### src/hdl/sst_pkg.sv
// shared types, token codes and keyword table for the script source tokenizer
// no dependencies
package sst_pkg;

    localparam int SOURCE_BYTES_DEF = 65536;
    localparam int KEYWORD_MAX_DEF  = 9;

    localparam int MAX_RES     = 3;
    localparam int PUSH_W      = $clog2(MAX_RES + 1);
    localparam int FIFO_DEPTH  = 4;

    localparam logic CMD_BYTE = 1'b0;
    localparam logic CMD_END  = 1'b1;

    localparam logic [1:0] ST_TOKEN      = 2'd0;
    localparam logic [1:0] ST_UNEXPECTED = 2'd1;
    localparam logic [1:0] ST_UNTERM     = 2'd2;

    localparam logic [5:0] K_LPAREN  = 6'd0;
    localparam logic [5:0] K_RPAREN  = 6'd1;
    localparam logic [5:0] K_LBRACE  = 6'd2;
    localparam logic [5:0] K_RBRACE  = 6'd3;
    localparam logic [5:0] K_COMMA   = 6'd4;
    localparam logic [5:0] K_DOT     = 6'd5;
    localparam logic [5:0] K_MINUS   = 6'd6;
    localparam logic [5:0] K_PLUS    = 6'd7;
    localparam logic [5:0] K_SEMI    = 6'd8;
    localparam logic [5:0] K_STAR    = 6'd9;
    localparam logic [5:0] K_BANG    = 6'd10;
    localparam logic [5:0] K_EQUAL   = 6'd12;
    localparam logic [5:0] K_LESS    = 6'd14;
    localparam logic [5:0] K_GREATER = 6'd16;
    localparam logic [5:0] K_SLASH   = 6'd18;
    localparam logic [5:0] K_STRING  = 6'd19;
    localparam logic [5:0] K_NUMBER  = 6'd20;
    localparam logic [5:0] K_IDENT   = 6'd21;
    localparam logic [5:0] K_KW0     = 6'd22;
    localparam logic [5:0] K_EOF     = 6'd37;

    localparam logic [7:0] CH_TAB   = 8'h09;
    localparam logic [7:0] CH_NL    = 8'h0A;
    localparam logic [7:0] CH_CR    = 8'h0D;
    localparam logic [7:0] CH_QUOTE = 8'h22;

    localparam int KW_COUNT = 15;
    localparam int KW_CHARS = 9;

    localparam logic [8*KW_CHARS-1:0] KW_TEXT [KW_COUNT] = '{
        "and", "else", "false", "for", "function", "if", "null", "undefined",
        "or", "print", "return", "this", "true", "var", "while"
    };
    localparam int KW_LEN [KW_COUNT] = '{3, 4, 5, 3, 8, 2, 4, 9, 2, 5, 6, 4, 4, 3, 5};

    typedef struct packed {
        logic       cmd;
        logic [7:0] source_byte;
    } t_in_beat;

    typedef struct packed {
        logic [5:0]  token_kind;
        logic [1:0]  status;
        logic [15:0] token_start;
        logic [15:0] token_length;
        logic [15:0] line_number;
        logic        last_result;
    } t_out_beat;

    typedef struct packed {
        logic [PUSH_W-1:0]             count;
        t_out_beat [MAX_RES-1:0]       rec;
    } t_push;

    function automatic logic [7:0] kw_byte(int i, int j);
        logic [8*KW_CHARS-1:0] w;
        w = KW_TEXT[i] >> (8 * (KW_LEN[i] - 1 - j));
        return w[7:0];
    endfunction

    function automatic logic is_digit(logic [7:0] c);
        return (c >= "0") && (c <= "9");
    endfunction

    function automatic logic is_letter(logic [7:0] c);
        return ((c >= "a") && (c <= "z")) || ((c >= "A") && (c <= "Z"));
    endfunction

    function automatic logic [5:0] op_kind(logic [7:0] c);
        logic [5:0] k;
        unique case (c)
            "!":     k = K_BANG;
            "=":     k = K_EQUAL;
            "<":     k = K_LESS;
            default: k = K_GREATER;
        endcase
        return k;
    endfunction

    function automatic logic [15:0] span(logic [15:0] from, logic [15:0] to);
        return (to >= from) ? to - from : 16'd0;
    endfunction

    function automatic logic [15:0] bump_sat(logic [15:0] v);
        return (v != 16'hFFFF) ? v + 16'd1 : v;
    endfunction

    function automatic t_out_beat mk(logic [5:0] kind, logic [1:0] st,
                                     logic [15:0] start, logic [15:0] len);
        t_out_beat r;
        r.token_kind   = kind;
        r.status       = st;
        r.token_start  = start;
        r.token_length = len;
        r.line_number  = 16'd0;
        r.last_result  = 1'b0;
        return r;
    endfunction

endpackage

### src/hdl/script_source_tokenizer.sv
// channel | direction | handshake                  | payload
// source  | in        | i_src_valid / o_src_ready  | i_src_data (cmd, source_byte)
// token   | out       | o_tok_valid / i_tok_ready  | o_tok_data (kind, status, span, line)
//
// top level of the script source tokenizer; depends on sst_pkg, sst_scan, sst_fifo
// one source beat per cycle while source ready is high; the scanner decides each
// beat combinationally and writes zero to three records into a four-entry result queue
// the queue sends one token beat per cycle while token ready is high, one per record
// source ready drops while fewer than three queue entries are free
// reset is synchronous, the keyword buffer is not cleared
module script_source_tokenizer #(
    parameter int SOURCE_BYTES = sst_pkg::SOURCE_BYTES_DEF,
    parameter int KEYWORD_MAX  = sst_pkg::KEYWORD_MAX_DEF
) (
    input  logic               i_clk,
    input  logic               i_rst_n,
    input  logic               i_src_valid,
    output logic               o_src_ready,
    input  sst_pkg::t_in_beat  i_src_data,
    output logic               o_tok_valid,
    input  logic               i_tok_ready,
    output sst_pkg::t_out_beat o_tok_data
);
    import sst_pkg::*;

    t_push push;
    logic  src_accept;

    assign src_accept = i_src_valid && o_src_ready;

    sst_scan #(
        .SOURCE_BYTES (SOURCE_BYTES),
        .KEYWORD_MAX  (KEYWORD_MAX)
    ) u_scan (
        .i_clk    (i_clk),
        .i_rst_n  (i_rst_n),
        .i_accept (src_accept),
        .i_data   (i_src_data),
        .o_push   (push)
    );

    sst_fifo u_fifo (
        .i_clk   (i_clk),
        .i_rst_n (i_rst_n),
        .i_push  (push),
        .o_room  (o_src_ready),
        .o_valid (o_tok_valid),
        .i_ready (i_tok_ready),
        .o_data  (o_tok_data)
    );

endmodule

### src/hdl/sst_scan.sv
// scanner state and per-byte token logic, up to three records per beat
// depends on sst_pkg
module sst_scan #(
    parameter int SOURCE_BYTES = sst_pkg::SOURCE_BYTES_DEF,
    parameter int KEYWORD_MAX  = sst_pkg::KEYWORD_MAX_DEF
) (
    input  logic             i_clk,
    input  logic             i_rst_n,
    input  logic             i_accept,
    input  sst_pkg::t_in_beat i_data,
    output sst_pkg::t_push   o_push
);
    import sst_pkg::*;

    localparam int          IDX_W      = $clog2(KEYWORD_MAX);
    localparam logic [15:0] OFFSET_MAX = (SOURCE_BYTES < 65535) ? 16'(SOURCE_BYTES) : 16'hFFFF;
    localparam logic [15:0] WORD_KEEP  = 16'(KEYWORD_MAX);

    typedef enum logic [8:0] {
        M_IDLE    = 9'b000000001,
        M_OP      = 9'b000000010,
        M_SLASH   = 9'b000000100,
        M_COMMENT = 9'b000001000,
        M_STRING  = 9'b000010000,
        M_INT     = 9'b000100000,
        M_DOT     = 9'b001000000,
        M_FRAC    = 9'b010000000,
        M_WORD    = 9'b100000000
    } t_mode;

    t_mode       r_mode, n_mode;
    logic [15:0] r_tb, n_tb;
    logic [15:0] r_off, n_off;
    logic [15:0] r_line, n_line;
    logic [7:0]  r_pend, n_pend;
    logic [15:0] r_wlen, n_wlen;
    logic [7:0]  r_word [KEYWORD_MAX];

    logic             w_en;
    logic [IDX_W-1:0] w_idx;
    logic [7:0]       c;
    logic [15:0]      off_inc, off_m1;
    logic [5:0]       word_kind;
    logic             f0_v, f1_v, t_v, go_idle;
    t_out_beat        f0, f1, tl;
    t_out_beat [MAX_RES-1:0] recs;
    logic [PUSH_W-1:0] cnt;

    assign c       = i_data.source_byte;
    assign off_inc = (r_off < OFFSET_MAX) ? r_off + 16'd1 : OFFSET_MAX;
    assign off_m1  = r_off - 16'd1;

    always_comb begin : p_kw
        logic hit;
        word_kind = K_IDENT;
        for (int i = 0; i < KW_COUNT; i++) begin
            hit = (r_wlen == 16'(KW_LEN[i]));
            for (int j = 0; j < KW_CHARS; j++) begin
                if (j < KW_LEN[i] && r_word[j] != kw_byte(i, j)) begin
                    hit = 1'b0;
                end
            end
            if (hit) begin
                word_kind = K_KW0 + 6'(i);
            end
        end
    end

    always_comb begin
        n_mode  = r_mode;
        n_tb    = r_tb;
        n_off   = r_off;
        n_line  = r_line;
        n_pend  = r_pend;
        n_wlen  = r_wlen;
        w_en    = 1'b0;
        w_idx   = r_wlen[IDX_W-1:0];
        f0_v    = 1'b0;
        f1_v    = 1'b0;
        t_v     = 1'b0;
        go_idle = 1'b0;
        f0      = mk(K_NUMBER, ST_TOKEN, r_tb, span(r_tb, r_off));
        f1      = mk(K_DOT, ST_TOKEN, off_m1, 16'd1);
        tl      = mk(K_EOF, ST_TOKEN, r_off, 16'd0);

        if (i_data.cmd == CMD_END) begin
            unique case (r_mode)
                M_OP: begin
                    f0_v = 1'b1;
                    f0   = mk(op_kind(r_pend), ST_TOKEN, r_tb, span(r_tb, r_off));
                end
                M_SLASH: begin
                    f0_v = 1'b1;
                    f0   = mk(K_SLASH, ST_TOKEN, r_tb, span(r_tb, r_off));
                end
                M_STRING: begin
                    f0_v = 1'b1;
                    f0   = mk(6'd0, ST_UNTERM, r_tb, span(r_tb, r_off));
                end
                M_INT, M_FRAC: begin
                    f0_v = 1'b1;
                end
                M_DOT: begin
                    f0_v = 1'b1;
                    f0   = mk(K_NUMBER, ST_TOKEN, r_tb, span(r_tb, off_m1));
                    f1_v = 1'b1;
                end
                M_WORD: begin
                    f0_v = 1'b1;
                    f0   = mk(word_kind, ST_TOKEN, r_tb, span(r_tb, r_off));
                end
                default: ;
            endcase
            t_v    = 1'b1;
            n_mode = M_IDLE;
            n_tb   = 16'd0;
            n_off  = 16'd0;
            n_line = 16'd1;
            n_wlen = 16'd0;
        end else begin
            unique case (r_mode)
                M_OP: begin
                    f0_v = 1'b1;
                    if (c == "=") begin
                        f0     = mk(op_kind(r_pend) + 6'd1, ST_TOKEN, r_tb,
                                    span(r_tb, off_inc));
                        n_mode = M_IDLE;
                    end else begin
                        f0      = mk(op_kind(r_pend), ST_TOKEN, r_tb, span(r_tb, r_off));
                        go_idle = 1'b1;
                    end
                end
                M_SLASH: begin
                    if (c == "/") begin
                        n_mode = M_COMMENT;
                    end else begin
                        f0_v    = 1'b1;
                        f0      = mk(K_SLASH, ST_TOKEN, r_tb, span(r_tb, r_off));
                        go_idle = 1'b1;
                    end
                end
                M_COMMENT: begin
                    if (c == CH_NL) begin
                        n_line = bump_sat(r_line);
                        n_mode = M_IDLE;
                    end
                end
                M_STRING: begin
                    if (c == CH_QUOTE) begin
                        f0_v   = 1'b1;
                        f0     = mk(K_STRING, ST_TOKEN, r_tb, span(r_tb, off_inc));
                        n_mode = M_IDLE;
                    end else if (c == CH_NL) begin
                        n_line = bump_sat(r_line);
                    end
                end
                M_INT: begin
                    if (c == ".") begin
                        n_mode = M_DOT;
                    end else if (!is_digit(c)) begin
                        f0_v    = 1'b1;
                        go_idle = 1'b1;
                    end
                end
                M_DOT: begin
                    if (is_digit(c)) begin
                        n_mode = M_FRAC;
                    end else begin
                        f0_v    = 1'b1;
                        f0      = mk(K_NUMBER, ST_TOKEN, r_tb, span(r_tb, off_m1));
                        f1_v    = 1'b1;
                        go_idle = 1'b1;
                    end
                end
                M_FRAC: begin
                    if (!is_digit(c)) begin
                        f0_v    = 1'b1;
                        go_idle = 1'b1;
                    end
                end
                M_WORD: begin
                    if (is_letter(c)) begin
                        w_en   = (r_wlen < WORD_KEEP);
                        n_wlen = bump_sat(r_wlen);
                    end else begin
                        f0_v    = 1'b1;
                        f0      = mk(word_kind, ST_TOKEN, r_tb, span(r_tb, r_off));
                        go_idle = 1'b1;
                    end
                end
                default: begin
                    go_idle = 1'b1;
                end
            endcase

            if (go_idle) begin
                n_mode = M_IDLE;
                n_tb   = r_off;
                tl     = mk(6'd0, ST_TOKEN, r_off, 16'd1);
                unique case (c)
                    "(": begin t_v = 1'b1; tl.token_kind = K_LPAREN; end
                    ")": begin t_v = 1'b1; tl.token_kind = K_RPAREN; end
                    "{": begin t_v = 1'b1; tl.token_kind = K_LBRACE; end
                    "}": begin t_v = 1'b1; tl.token_kind = K_RBRACE; end
                    ",": begin t_v = 1'b1; tl.token_kind = K_COMMA; end
                    ".": begin t_v = 1'b1; tl.token_kind = K_DOT; end
                    "-": begin t_v = 1'b1; tl.token_kind = K_MINUS; end
                    "+": begin t_v = 1'b1; tl.token_kind = K_PLUS; end
                    ";": begin t_v = 1'b1; tl.token_kind = K_SEMI; end
                    "*": begin t_v = 1'b1; tl.token_kind = K_STAR; end
                    "!", "=", "<", ">": begin
                        n_pend = c;
                        n_mode = M_OP;
                    end
                    "/":               n_mode = M_SLASH;
                    " ", CH_CR, CH_TAB: ;
                    CH_NL:             n_line = bump_sat(r_line);
                    CH_QUOTE:          n_mode = M_STRING;
                    default: begin
                        if (is_digit(c)) begin
                            n_mode = M_INT;
                        end else if (is_letter(c)) begin
                            w_en   = 1'b1;
                            w_idx  = '0;
                            n_wlen = 16'd1;
                            n_mode = M_WORD;
                        end else begin
                            t_v       = 1'b1;
                            tl.status = ST_UNEXPECTED;
                        end
                    end
                endcase
            end
            n_off = off_inc;
        end
    end

    always_comb begin
        recs[0] = f0_v ? f0 : tl;
        recs[1] = f1_v ? f1 : tl;
        recs[2] = tl;
        cnt     = PUSH_W'(f0_v) + PUSH_W'(f1_v) + PUSH_W'(t_v);
        for (int k = 0; k < MAX_RES; k++) begin
            recs[k].line_number = r_line;
            recs[k].last_result = (PUSH_W'(k) == cnt - PUSH_W'(1));
        end
        o_push.rec   = recs;
        o_push.count = i_accept ? cnt : '0;
    end

    always_ff @(posedge i_clk) begin
        if (!i_rst_n) begin
            r_mode <= M_IDLE;
            r_tb   <= 16'd0;
            r_off  <= 16'd0;
            r_line <= 16'd1;
            r_pend <= 8'd0;
            r_wlen <= 16'd0;
        end else if (i_accept) begin
            r_mode <= n_mode;
            r_tb   <= n_tb;
            r_off  <= n_off;
            r_line <= n_line;
            r_pend <= n_pend;
            r_wlen <= n_wlen;
        end
    end

    always_ff @(posedge i_clk) begin
        if (i_accept && i_data.cmd == CMD_BYTE && w_en) begin
            r_word[w_idx] <= c;
        end
    end

endmodule

### src/hdl/sst_fifo.sv
// result queue: takes up to three records a cycle, gives one beat a cycle while ready is high
// depends on sst_pkg
module sst_fifo (
    input  logic              i_clk,
    input  logic              i_rst_n,
    input  sst_pkg::t_push    i_push,
    output logic              o_room,
    output logic              o_valid,
    input  logic              i_ready,
    output sst_pkg::t_out_beat o_data
);
    import sst_pkg::*;

    localparam int PTR_W = $clog2(FIFO_DEPTH);
    localparam int CNT_W = $clog2(FIFO_DEPTH + 1);

    t_out_beat        r_mem [FIFO_DEPTH];
    logic [PTR_W-1:0] r_wr, r_rd;
    logic [CNT_W-1:0] r_cnt;
    logic             pop;

    assign o_valid = (r_cnt != '0);
    assign o_data  = r_mem[r_rd];
    assign o_room  = (r_cnt <= CNT_W'(FIFO_DEPTH - MAX_RES));
    assign pop     = o_valid && i_ready;

    always_ff @(posedge i_clk) begin
        if (!i_rst_n) begin
            r_wr  <= '0;
            r_rd  <= '0;
            r_cnt <= '0;
        end else begin
            r_wr  <= r_wr + PTR_W'(i_push.count);
            r_rd  <= r_rd + PTR_W'(pop);
            r_cnt <= r_cnt + CNT_W'(i_push.count) - CNT_W'(pop);
        end
    end

    always_ff @(posedge i_clk) begin
        for (int k = 0; k < MAX_RES; k++) begin
            if (k < int'(i_push.count)) begin
                r_mem[r_wr + PTR_W'(k)] <= i_push.rec[k];
            end
        end
    end

endmodule

### config.mk
export PLATFORM = sky130hd
export DESIGN_NAME = script_source_tokenizer
export DESIGN_NICKNAME = d
export VERILOG_FILES = /design/src/hdl/sst_pkg.sv /design/src/hdl/script_source_tokenizer.sv /design/src/hdl/sst_scan.sv /design/src/hdl/sst_fifo.sv
export SDC_FILE = /design/constraint.sdc
export NUM_CORES = 1
export LEC_CHECK = 0
export BUFFER_PORTS_ARGS = -buffer_cell sky130_fd_sc_hd__buf_2
export CORE_UTILIZATION = 55
export CTS_BUF_LIST = sky130_fd_sc_hd__clkbuf_16
export DETAILED_ROUTE_END_ITERATION = 12
export MAX_ROUTING_LAYER = met4
export PLACE_DENSITY_LB_ADDON = 0.05
export SYNTH_ARGS = -nofsm -noshare
export SYNTH_HDL_FRONTEND = slang
export SYNTH_SLANG_ARGS = --single-unit
### constraint.sdc
create_clock -name i_clk -period 12.3 [get_ports i_clk]
set_input_delay 1.23 -clock i_clk [delete_from_list [all_inputs] [get_ports i_clk]]
set_output_delay 1.23 -clock i_clk [all_outputs]
set_load 0.02 [all_outputs]
**After elaboration in Yosys (flattened, before gate mapping)**

Memory sizes are Yosys's and may differ from the RTL's. A register that Yosys moved wholly into a read port is not among the register bits.
Index checks and enable logic that the tools add are counted.

- Bits in registers: 88
- Memory bits (writable): 300
- Bits of input ports: 13
- Output and inout bits: 59
- Word-level logic and storage cells: 336
- Memories: 2

Memory list:

| memory | words | width | read ports | clocked after Yosys merged registers in | write ports | RTL line | text |
|---|---|---|---|---|---|---|---|
| u_fifo.r_mem | 4 | 57 | 1 | 1 | 3 | sst_fifo.sv:17 | `t_out_beat r_mem [FIFO_DEPTH];` |
| u_scan.r_word | 9 | 8 | 9 | 0 | 1 | sst_scan.sv:37 | `logic [7:0] r_word [KEYWORD_MAX];` |

- Add/subtract/negate cells: 17
- $lt $le $gt $ge: 15
- Eq/ne operators: 94
- Muxes and demuxes: 175
- Bitwise operators: 1
- Reduce and logical (&&, ||, !) cells: 23

Operator list:

| operator | count |
|---|---|
| $pmux 57 s5 | 2 |
| $mux 57 | 7 |
| $ne 8x7->1 const B | 46 |
| $mux 16 | 21 |
| $eq 8x6->1 const B | 18 |
| $mux 54 | 2 |
| $mux 6 | 17 |
| $mux 1 | 97 |
| $mux 9 | 10 |
| $pmux 9 s6 | 1 |
| $add 16x1->16 const B | 3 |
| $eq 16x3->1 const B | 3 |
| $ge 16x16->1 | 3 |
| $sub 16x16->16 | 3 |
| $pmux 4 s9 | 1 |
| $pmux 9 s4 | 1 |
| $mux 33 | 1 |
| $eq 16x2->1 const B | 2 |
| $eq 16x4->1 const B | 2 |
| $ne 16x16->1 const B | 2 |
| $pmux 16 s2 | 1 |
| $eq 8x4->1 const B | 3 |
| $ne 4x2->1 const B | 6 |
| $mux 4 | 5 |
| other kinds (50) | 68 |

**Longest topological paths before layout**

Gate-level depths: netlist (run 1).
An unclocked memory read counts as a cell.

- Depth after elaboration: 25
- Gate-level depth with buffers: 21
- Depth with buffers taken out: 17

**Hierarchy**

From an unflattened synthesis (run 1), not the netlist that was laid out.

- Cells, all modules: 2,912
- Area, all modules: 25,822.3 um^2

By module, submodules not included:

| module | times used | cells each | area an instance (um^2) | seq. area each (um^2) |
|---|---|---|---|---|
| sst_fifo | 1 | 1,368 | 13,245.2 | 6,986.7 |
| sst_scan | 1 | 1,543 | 12,570.8 | 3,783.6 |
| script_source_tokenizer | 1 | 1 | 6.3 | 0.0 |

**Least setup slack after synthesis (run 1)**

No wires, ideal clock.

- Path kind: input port to flip-flop
- From: input i_src_data[6] in the netlist's numbering
- To: memory u_fifo.r_mem[0][0] in the netlist's numbering (enable)
- Setup time: 0.417 ns
- Data arrival time: 6.328 ns
- Required time: 11.883 ns
- Slack: 5.555 ns
- Cell stages on the path: 17
- Buffers on the path: 5
- Path through: buf_6 > or4b_4 > buf_6 > nor3_4 > o22ai_1 > or3_4 > or2_4 > buf_6 > nand2_1 > nand2_1 > fa_1 > clkbuf_1 > o21ai_0 > nor3_1 > nor2_1 > inv_1 > clkbuf_1

RTL lines:

| item | RTL line | text |
|---|---|---|
| start, declared | script_source_tokenizer.sv:19 | `input sst_pkg::t_in_beat i_src_data,` |
| end, declared | sst_fifo.sv:17 |  |

==> impl_metrics.env, run 1 <==
export IMPL_required_ns=12.50
export IMPL_timing_rr_end="u_fifo.r_mem[3][29]"
export IMPL_min_from="u_fifo.r_mem[1][50]"
export IMPL_rsz0062_at_grt="no"
export IMPL_port_buffers=71
export IMPL_cts_tree="done"
export IMPL_synth_cell_type_count=103
export IMPL_ys_seq_elements=388
export IMPL_design_area_sq_um=24400
export IMPL_cp_slowest_cell="nand4_1"
export IMPL_pwr_density_cell_nw_per_um2=145
export IMPL_first_pass_iters=5
export IMPL_ant_nets=0
export IMPL_overflow=0
export IMPL_timing_hold_worst_endpoint="u_fifo.r_mem[1][50]"
export IMPL_crit_chain="buf_2, or4b_4, nor3_4, nand2_1, a41o_1, buf_4, inv_2, fa_1, nand4_1, nor2_1, nor3_2, buf_4, clkinv_1, buf_4"
export IMPL_io_pins=72
export IMPL_num_rows=73
export IMPL_avgRoutedWirePerCell_um=24.0
export IMPL_worst_pin_slew_ns=1.17
export IMPL_ir_worst_vdd_v=0.000118
export IMPL_maxSlewViolCount=0
export IMPL_clkTransAtPathRegs_ns=0.06
export IMPL_grt_pass1_vias=17300
export IMPL_vias_per_cell=6.60
export IMPL_outcome="finished, final reports clean"
export IMPL_topRoutingLayerUsed="met4"
export IMPL_period_needed_ns=6.41
export IMPL_met1_length_um=28900
export IMPL_num_vias=18200
export IMPL_endpoint_kind="flip-flop"
export IMPL_arrival_ns=6.61
export IMPL_dpl_hpwl_um=47000
export IMPL_final_common_cell="edfxtp_1"
export IMPL_p_leak_nw=8.31
export IMPL_grt_pass1_wl_um=102000
export IMPL_root_buffer="clkbuf_16"
export IMPL_dp_cells=2675
export IMPL_max_freq_ghz=0.156
export IMPL_synth_seq_area_share_pct=45.3
export IMPL_critPathMaxFanout=37
export IMPL_fin_nets=2272
export IMPL_post_cts_buffers=0
export IMPL_die_area_sq_um=41300
export IMPL_path_class="input port to flip-flop"
export IMPL_power_mw=3.54
export IMPL_wl_met2_um=30700
export IMPL_reg2reg_depth=16
export IMPL_whs_path_depth=2
export IMPL_grt_max_degree=59
export IMPL_cts_sinks=388
export IMPL_async_reset_ff_share_pct=0
export IMPL_die_h_um=203
export IMPL_finalCritPeriodShare_pct=52.1
export IMPL_grt_util_all_layers_pct=33.0
export IMPL_path_delay_family="simple AND/OR/NAND/NOR gates"
export IMPL_clock_skew_ns=0.0179
export IMPL_fin_ws_ns=5.89
export IMPL_tns_ns=0
export IMPL_drtIter0Drc=1868
export IMPL_die_x_um=203
export IMPL_synth_enable_flop_cells=232
export IMPL_cp_depth=14
export IMPL_hold_viol_final=0
export IMPL_path_buf_inv=6
export IMPL_synthesis_area_sq_um=22300
export IMPL_routed_wl_um=66000
export IMPL_place_area_sq_um=23000
export IMPL_antenna_found_initial=2
export IMPL_wl_met3_um=5100
export IMPL_setup_violations=0
export IMPL_critPathMaxStageDelay_ns=0.83
export IMPL_synthFlopType="edfxtp_1"
export IMPL_synthesis_nets=2262
export IMPL_ff2ff_setup_slack_ns=6.01
export IMPL_clkLatencyLatePin_ns=0.57
export IMPL_syn_to_final_growth_pct=9.40
export IMPL_htree_levels=2
export IMPL_seqCellArea_sq_um=10100
export IMPL_utilization_pct=61.2
export IMPL_pre_cts_ws_ns=5.36
export IMPL_syn_inst=2184
export IMPL_r2r_start="u_scan.r_off[1]"
export IMPL_hold_path_class="flip-flop to flip-flop"
export IMPL_layout_drive_gt1_share_pct=13.8
export IMPL_numCtsBuffers=42
export IMPL_start_kind="input port"
export IMPL_drc=0
export IMPL_layout_common_cells="edfxtp_1, nand2_1, nor2_1, dfxtp_1, a21oi_1"
export IMPL_routabilityCongestion=0.960
export IMPL_final_cells=2754
export IMPL_relSlewSlack_pct=20.9
export IMPL_cap_viol_max_count=0
export IMPL_multiInputGateArea_sq_um=11400
export IMPL_clk_path_buf_depth=3
export IMPL_core_area_sq_um=39800
export IMPL_synth_warnings=0
export IMPL_syn_area_per_cell_sq_um=10.2
export IMPL_fillCellCount=3354
export IMPL_cts_resized=0
export IMPL_cts_hold_buf=0
export IMPL_worst_hold_slack_ns=0.451
export IMPL_cp_common_cell="buf_4"
export IMPL_crit_start="i_src_data[4]"
export IMPL_initial_core_util_pct=55.9
[layer usage]
metal	track usage, %	vias up
li1	-	8386
met1	45.2	8927
met2	51.2	767
met3	4.22	107
met4	9.83	0
met5	-	-
[state kept, by name (all words and copies together), names as in the netlist]
signal	count
u_scan.r_line	16
u_scan.r_pend	8
u_fifo.r_mem	228
u_scan.r_word	72
u_fifo.r_wr	2
u_scan.r_mode	9
u_scan.r_off	16
u_fifo.r_cnt	3
u_fifo.r_rd	2
u_scan.r_wlen	16
u_scan.r_tb	16
[Yosys cell counts, types with 10 or more instances]
library cell | count | share of area (%)
a211oi_1 | 15 | 0.51
a21o_1 | 12 | 0.40
a21oi_1 | 123 | 2.8
a22o_1 | 62 | 2.4
a22oi_1 | 18 | 0.61
a22oi_2 | 10 | 0.56
a31oi_1 | 20 | 0.56
and2_1 | 34 | 0.95
and3_1 | 17 | 0.48
buf_1 | 16 | 0.27
buf_2 | 17 | 0.38
clkbuf_1 | 100 | 1.7
dfxtp_1 | 156 | 14
edfxtp_1 | 232 | 31
ha_1 | 60 | 3.4
inv_1 | 56 | 0.94
mux2i_1 | 14 | 0.63
mux4_2 | 57 | 5.8
nand2_1 | 211 | 3.6
nand2b_1 | 15 | 0.42
nand3_1 | 67 | 1.5
nand3b_1 | 11 | 0.37
nand4_1 | 30 | 0.84
nor2_1 | 158 | 2.7
nor2b_1 | 66 | 1.9
nor3_1 | 44 | 0.99
nor3b_1 | 11 | 0.37
nor4_1 | 26 | 0.73
nor4bb_1 | 11 | 0.49
o211ai_1 | 25 | 0.84
o21a_1 | 12 | 0.40
o21ai_0 | 98 | 2.2
o221ai_1 | 56 | 2.2
o22ai_1 | 23 | 0.65
o31ai_1 | 10 | 0.34
or3_1 | 26 | 0.73
or4_1 | 12 | 0.40
xnor2_1 | 50 | 2.0
xor2_1 | 27 | 1.1
[final cells by class]
type,count,area share (%)
antenna,1,0.0103
clock buffer,43,4.42
clock inverter,35,1.28
inverter,59,0.909
multi-input combinational,1598,46.8
sequential,388,41.4
tap,525,2.70
timing repair buffer,105,2.51
[cell families after synthesis]
logic type / after synthesis / share of synthesized area (%)
xor gates and xnor gates: 77 / 3.03
DFF: 388 / 45.3
adders and majority gates: 65 / 3.82
AOI/OAI and AO/OA: 571 / 18.2
muxes: 75 / 6.62
and+or+nand+nor: 810 / 19.4
buffers and inverters: 198 / 3.63
[report_power, final]
part / total [mW] / switching [mW] / internal, mW
Combinational: 0.773 / 0.489 / 0.284
Clock: 1.26 / 0.536 / 0.726
Sequential: 1.50 / 0.0521 / 1.45
Total: 3.54 / 1.08 / 2.46
[worst max-delay path by stage]
| stage | to |
|---|---|
| final | u_fifo.r_mem[1][56] |
| after global routing | u_fifo.r_mem[1][44] |
| after CTS | u_fifo.r_mem[1][53] |
| after detailed placement | u_fifo.r_mem[1][41] |
| after global placement | u_fifo.r_mem[1][42] |
| after floorplan | u_fifo.r_mem[0][0] |
[worst reg2reg max path, cell delays in order (launching register included)]
cell,delay [ns]
dfxtp_1,0.71
ha_1,0.39
and4_1,0.31
nand4_1,0.23
nor4_1,0.66
nand4_1,0.29
buf_4,0.34
nand2_1,0.11
ha_1,0.28
nor2b_1,0.17
o31a_1,0.32
o2111ai_1,0.27
a31oi_1,0.17
o311ai_1,0.77
nor2_1,0.17
a211oi_1,0.78
o21ai_0,0.17
Note: power is estimated with default switching activity, not from simulation.
==> run 2: changes to the inputs <==
==> constraint.sdc (replaced) <==
create_clock -name i_clk -period 5.75 [get_ports i_clk]
set_input_delay 0.575 -clock i_clk [delete_from_list [all_inputs] [get_ports i_clk]]
set_output_delay 0.575 -clock i_clk [all_outputs]
set_load 0.02 [all_outputs]
==> impl_metrics.env, run 2 (synthesized netlist as in run 1, its figures left out) <==
export IMPL_setup_violations=0
export IMPL_io_pins=72
export IMPL_die_area_sq_um=41300
export IMPL_outcome="finished, final reports clean"
export IMPL_vias_per_cell=6.65
export IMPL_p_sw_share_pct=31.4
export IMPL_cts_tree="done"
export IMPL_endpoint_kind="flip-flop"
export IMPL_dpl_hpwl_um=49200
export IMPL_layout_common_cells="edfxtp_1, nand2_1, nor2_1, dfxtp_1, a21oi_1"
export IMPL_clkLatencyLatePin_ns=0.59
export IMPL_avgRoutedWirePerCell_um=24.9
export IMPL_seqPwrFrac_pct=42.9
export IMPL_clkTransAtPathRegs_ns=0.06
export IMPL_grt_max_degree=59
export IMPL_root_buffer="clkbuf_16"
export IMPL_ir_worst_vdd_v=0.000353
export IMPL_relSlewSlack_pct=25.6
export IMPL_clk_path_buf_depth=3
export IMPL_core_area_sq_um=39800
export IMPL_largest_reg_flops=228
export IMPL_reg_top3="u_fifo.r_mem (228), u_scan.r_word (72)"
export IMPL_cts_sinks=388
export IMPL_first_pass_iters=6
export IMPL_cts_hold_buf=0
export IMPL_hold_path_class="input port to flip-flop"
export IMPL_p_leak_nw=8.47
export IMPL_start_kind="flip-flop"
export IMPL_arrival_ns=5.97
export IMPL_p_sw_mw=2.37
export IMPL_routed_wl_um=69700
export IMPL_pwr_share_comb_pct=22.6
export IMPL_initial_core_util_pct=55.9
export IMPL_die_x_um=203
export IMPL_path_class="flip-flop to flip-flop"
export IMPL_critPathMaxFanout=16
export IMPL_top_register="u_fifo.r_mem"
export IMPL_numCtsBuffers=43
export IMPL_max_freq_ghz=0.182
export IMPL_syn_to_final_growth_pct=10.6
export IMPL_worst_pin_slew_ns=1.12
export IMPL_grt_pass1_vias=17300
export IMPL_pwr_density_cell_nw_per_um2=307
export IMPL_p_int_mw=5.20
export IMPL_diodes=0
export IMPL_maxSlewViolCount=0
export IMPL_rsz0062_at_grt="no"
export IMPL_grt_util_all_layers_pct=34.4
export IMPL_clock_skew_ns=0.0249
export IMPL_num_rows=73
export IMPL_tns_ns=0
export IMPL_ant_nets=0
export IMPL_overflow=0
export IMPL_finalCritPeriodShare_pct=95.6
export IMPL_drtIter0Drc=2298
export IMPL_num_vias=18600
export IMPL_fin_nets=2310
export IMPL_htree_levels=2
export IMPL_port_buffers=71
export IMPL_grt_pass1_wl_um=105000
export IMPL_pwr_share_clk_pct=34.6
export IMPL_drc=0
export IMPL_die_h_um=203
export IMPL_power_mw=7.57
export IMPL_routabilityCongestion=1.00
export IMPL_final_common_cell="edfxtp_1"
export IMPL_antenna_found_initial=1
export IMPL_required_ns=6.23
export IMPL_hold_viol_final=0
export IMPL_cap_viol_max_count=0
export IMPL_period_needed_ns=5.50
export IMPL_layout_drive_gt1_share_pct=15.0
run 2: cell types whose count changed in the layout (fill, tap and decap cells not counted), moves of 2 or more:
cell	previous run	this run
bufinv_16	4	2
clkinv_1	9	17
buf_12	0	2
buf_4	34	69
inv_2	5	3
run 2: power groups by stage:
| stage | Clock, mW | Combinational (mW) | Sequential (mW) |
|---|---|---|---|
| after floorplan | 0 | 1.23 | 3.19 |
| after global placement | 0 | 1.68 | 3.30 |
| after detailed placement | 0 | 1.68 | 3.31 |
| after CTS | 2.65 | 1.69 | 3.25 |
| after global routing | 2.75 | 1.81 | 3.27 |
| final | 2.62 | 1.71 | 3.25 |
run 2: stage by stage:
stage	hold slack [ns]	area, sq um	util (%)	instances	setup slack [ns]
floorplan	0.420	22300	-	2184	0.297
global placement	0.430	23300	58.5	2712	0.219
detailed placement	0.439	23300	58.5	2712	0.244
CTS	0.356	24600	61.8	2792	0.168
global route	0.379	24600	61.8	2792	0.0411
finish	0.381	24600	61.8	2792	0.254
run 2: per-layer routing:
metal	track usage [%]	up-vias	wire length [um]
met2	52.0	929	31300
li1	-	8450	-
met3	5.43	121	6450
met5	-	-	0
met4	9.59	0	1480
met1	48.1	9067	30400
run 2: critical path, cell delays in order, from the launching register on:
cell and delay, ns:
dfxtp_1 0.41, clkinv_1 0.28, ha_1 0.27, or3b_4 0.42
or3_4 0.38, or3_1 0.45, or4_4 0.51, nor2_1 0.20
xor2_1 0.20, ha_1 0.31, a21o_1 0.18, a21oi_1 0.15
o21ai_0 0.12, a21oi_2 0.25, a211oi_2 0.11, buf_4 0.23
a22oi_1 0.30, o21ai_0 0.34, a22o_1 0.29
run 2: area by class of cell:
class / instances / area, sq um
clock inverter: 37 / 267
fill: 3348 / 15200
timing repair buffer: 142 / 913
multi-input combinational: 1598 / 11400
inverter: 59 / 221
clock buffer: 43 / 1080
tap: 525 / 657
sequential: 388 / 10100
run 2: final timing paths:
check                      startpoint             endpoint  slack [ns]  cells past startpoint
setup / recovery      u_scan.r_off[0]  u_fifo.r_mem[0][24]        0.25                     18
hold / removal          i_src_data[4]  u_scan.r_word[8][4]        0.38                      1
setup reg to reg      u_scan.r_off[0]  u_fifo.r_mem[0][24]        0.25                     18
hold reg to reg   u_fifo.r_mem[2][31]  u_fifo.r_mem[2][31]        0.45                      2
run 2: what timing repair did:
item,in CTS,in global routing
setup endpoints to repair,0,16
gates resized for setup,0,3
buffers inserted,0,0
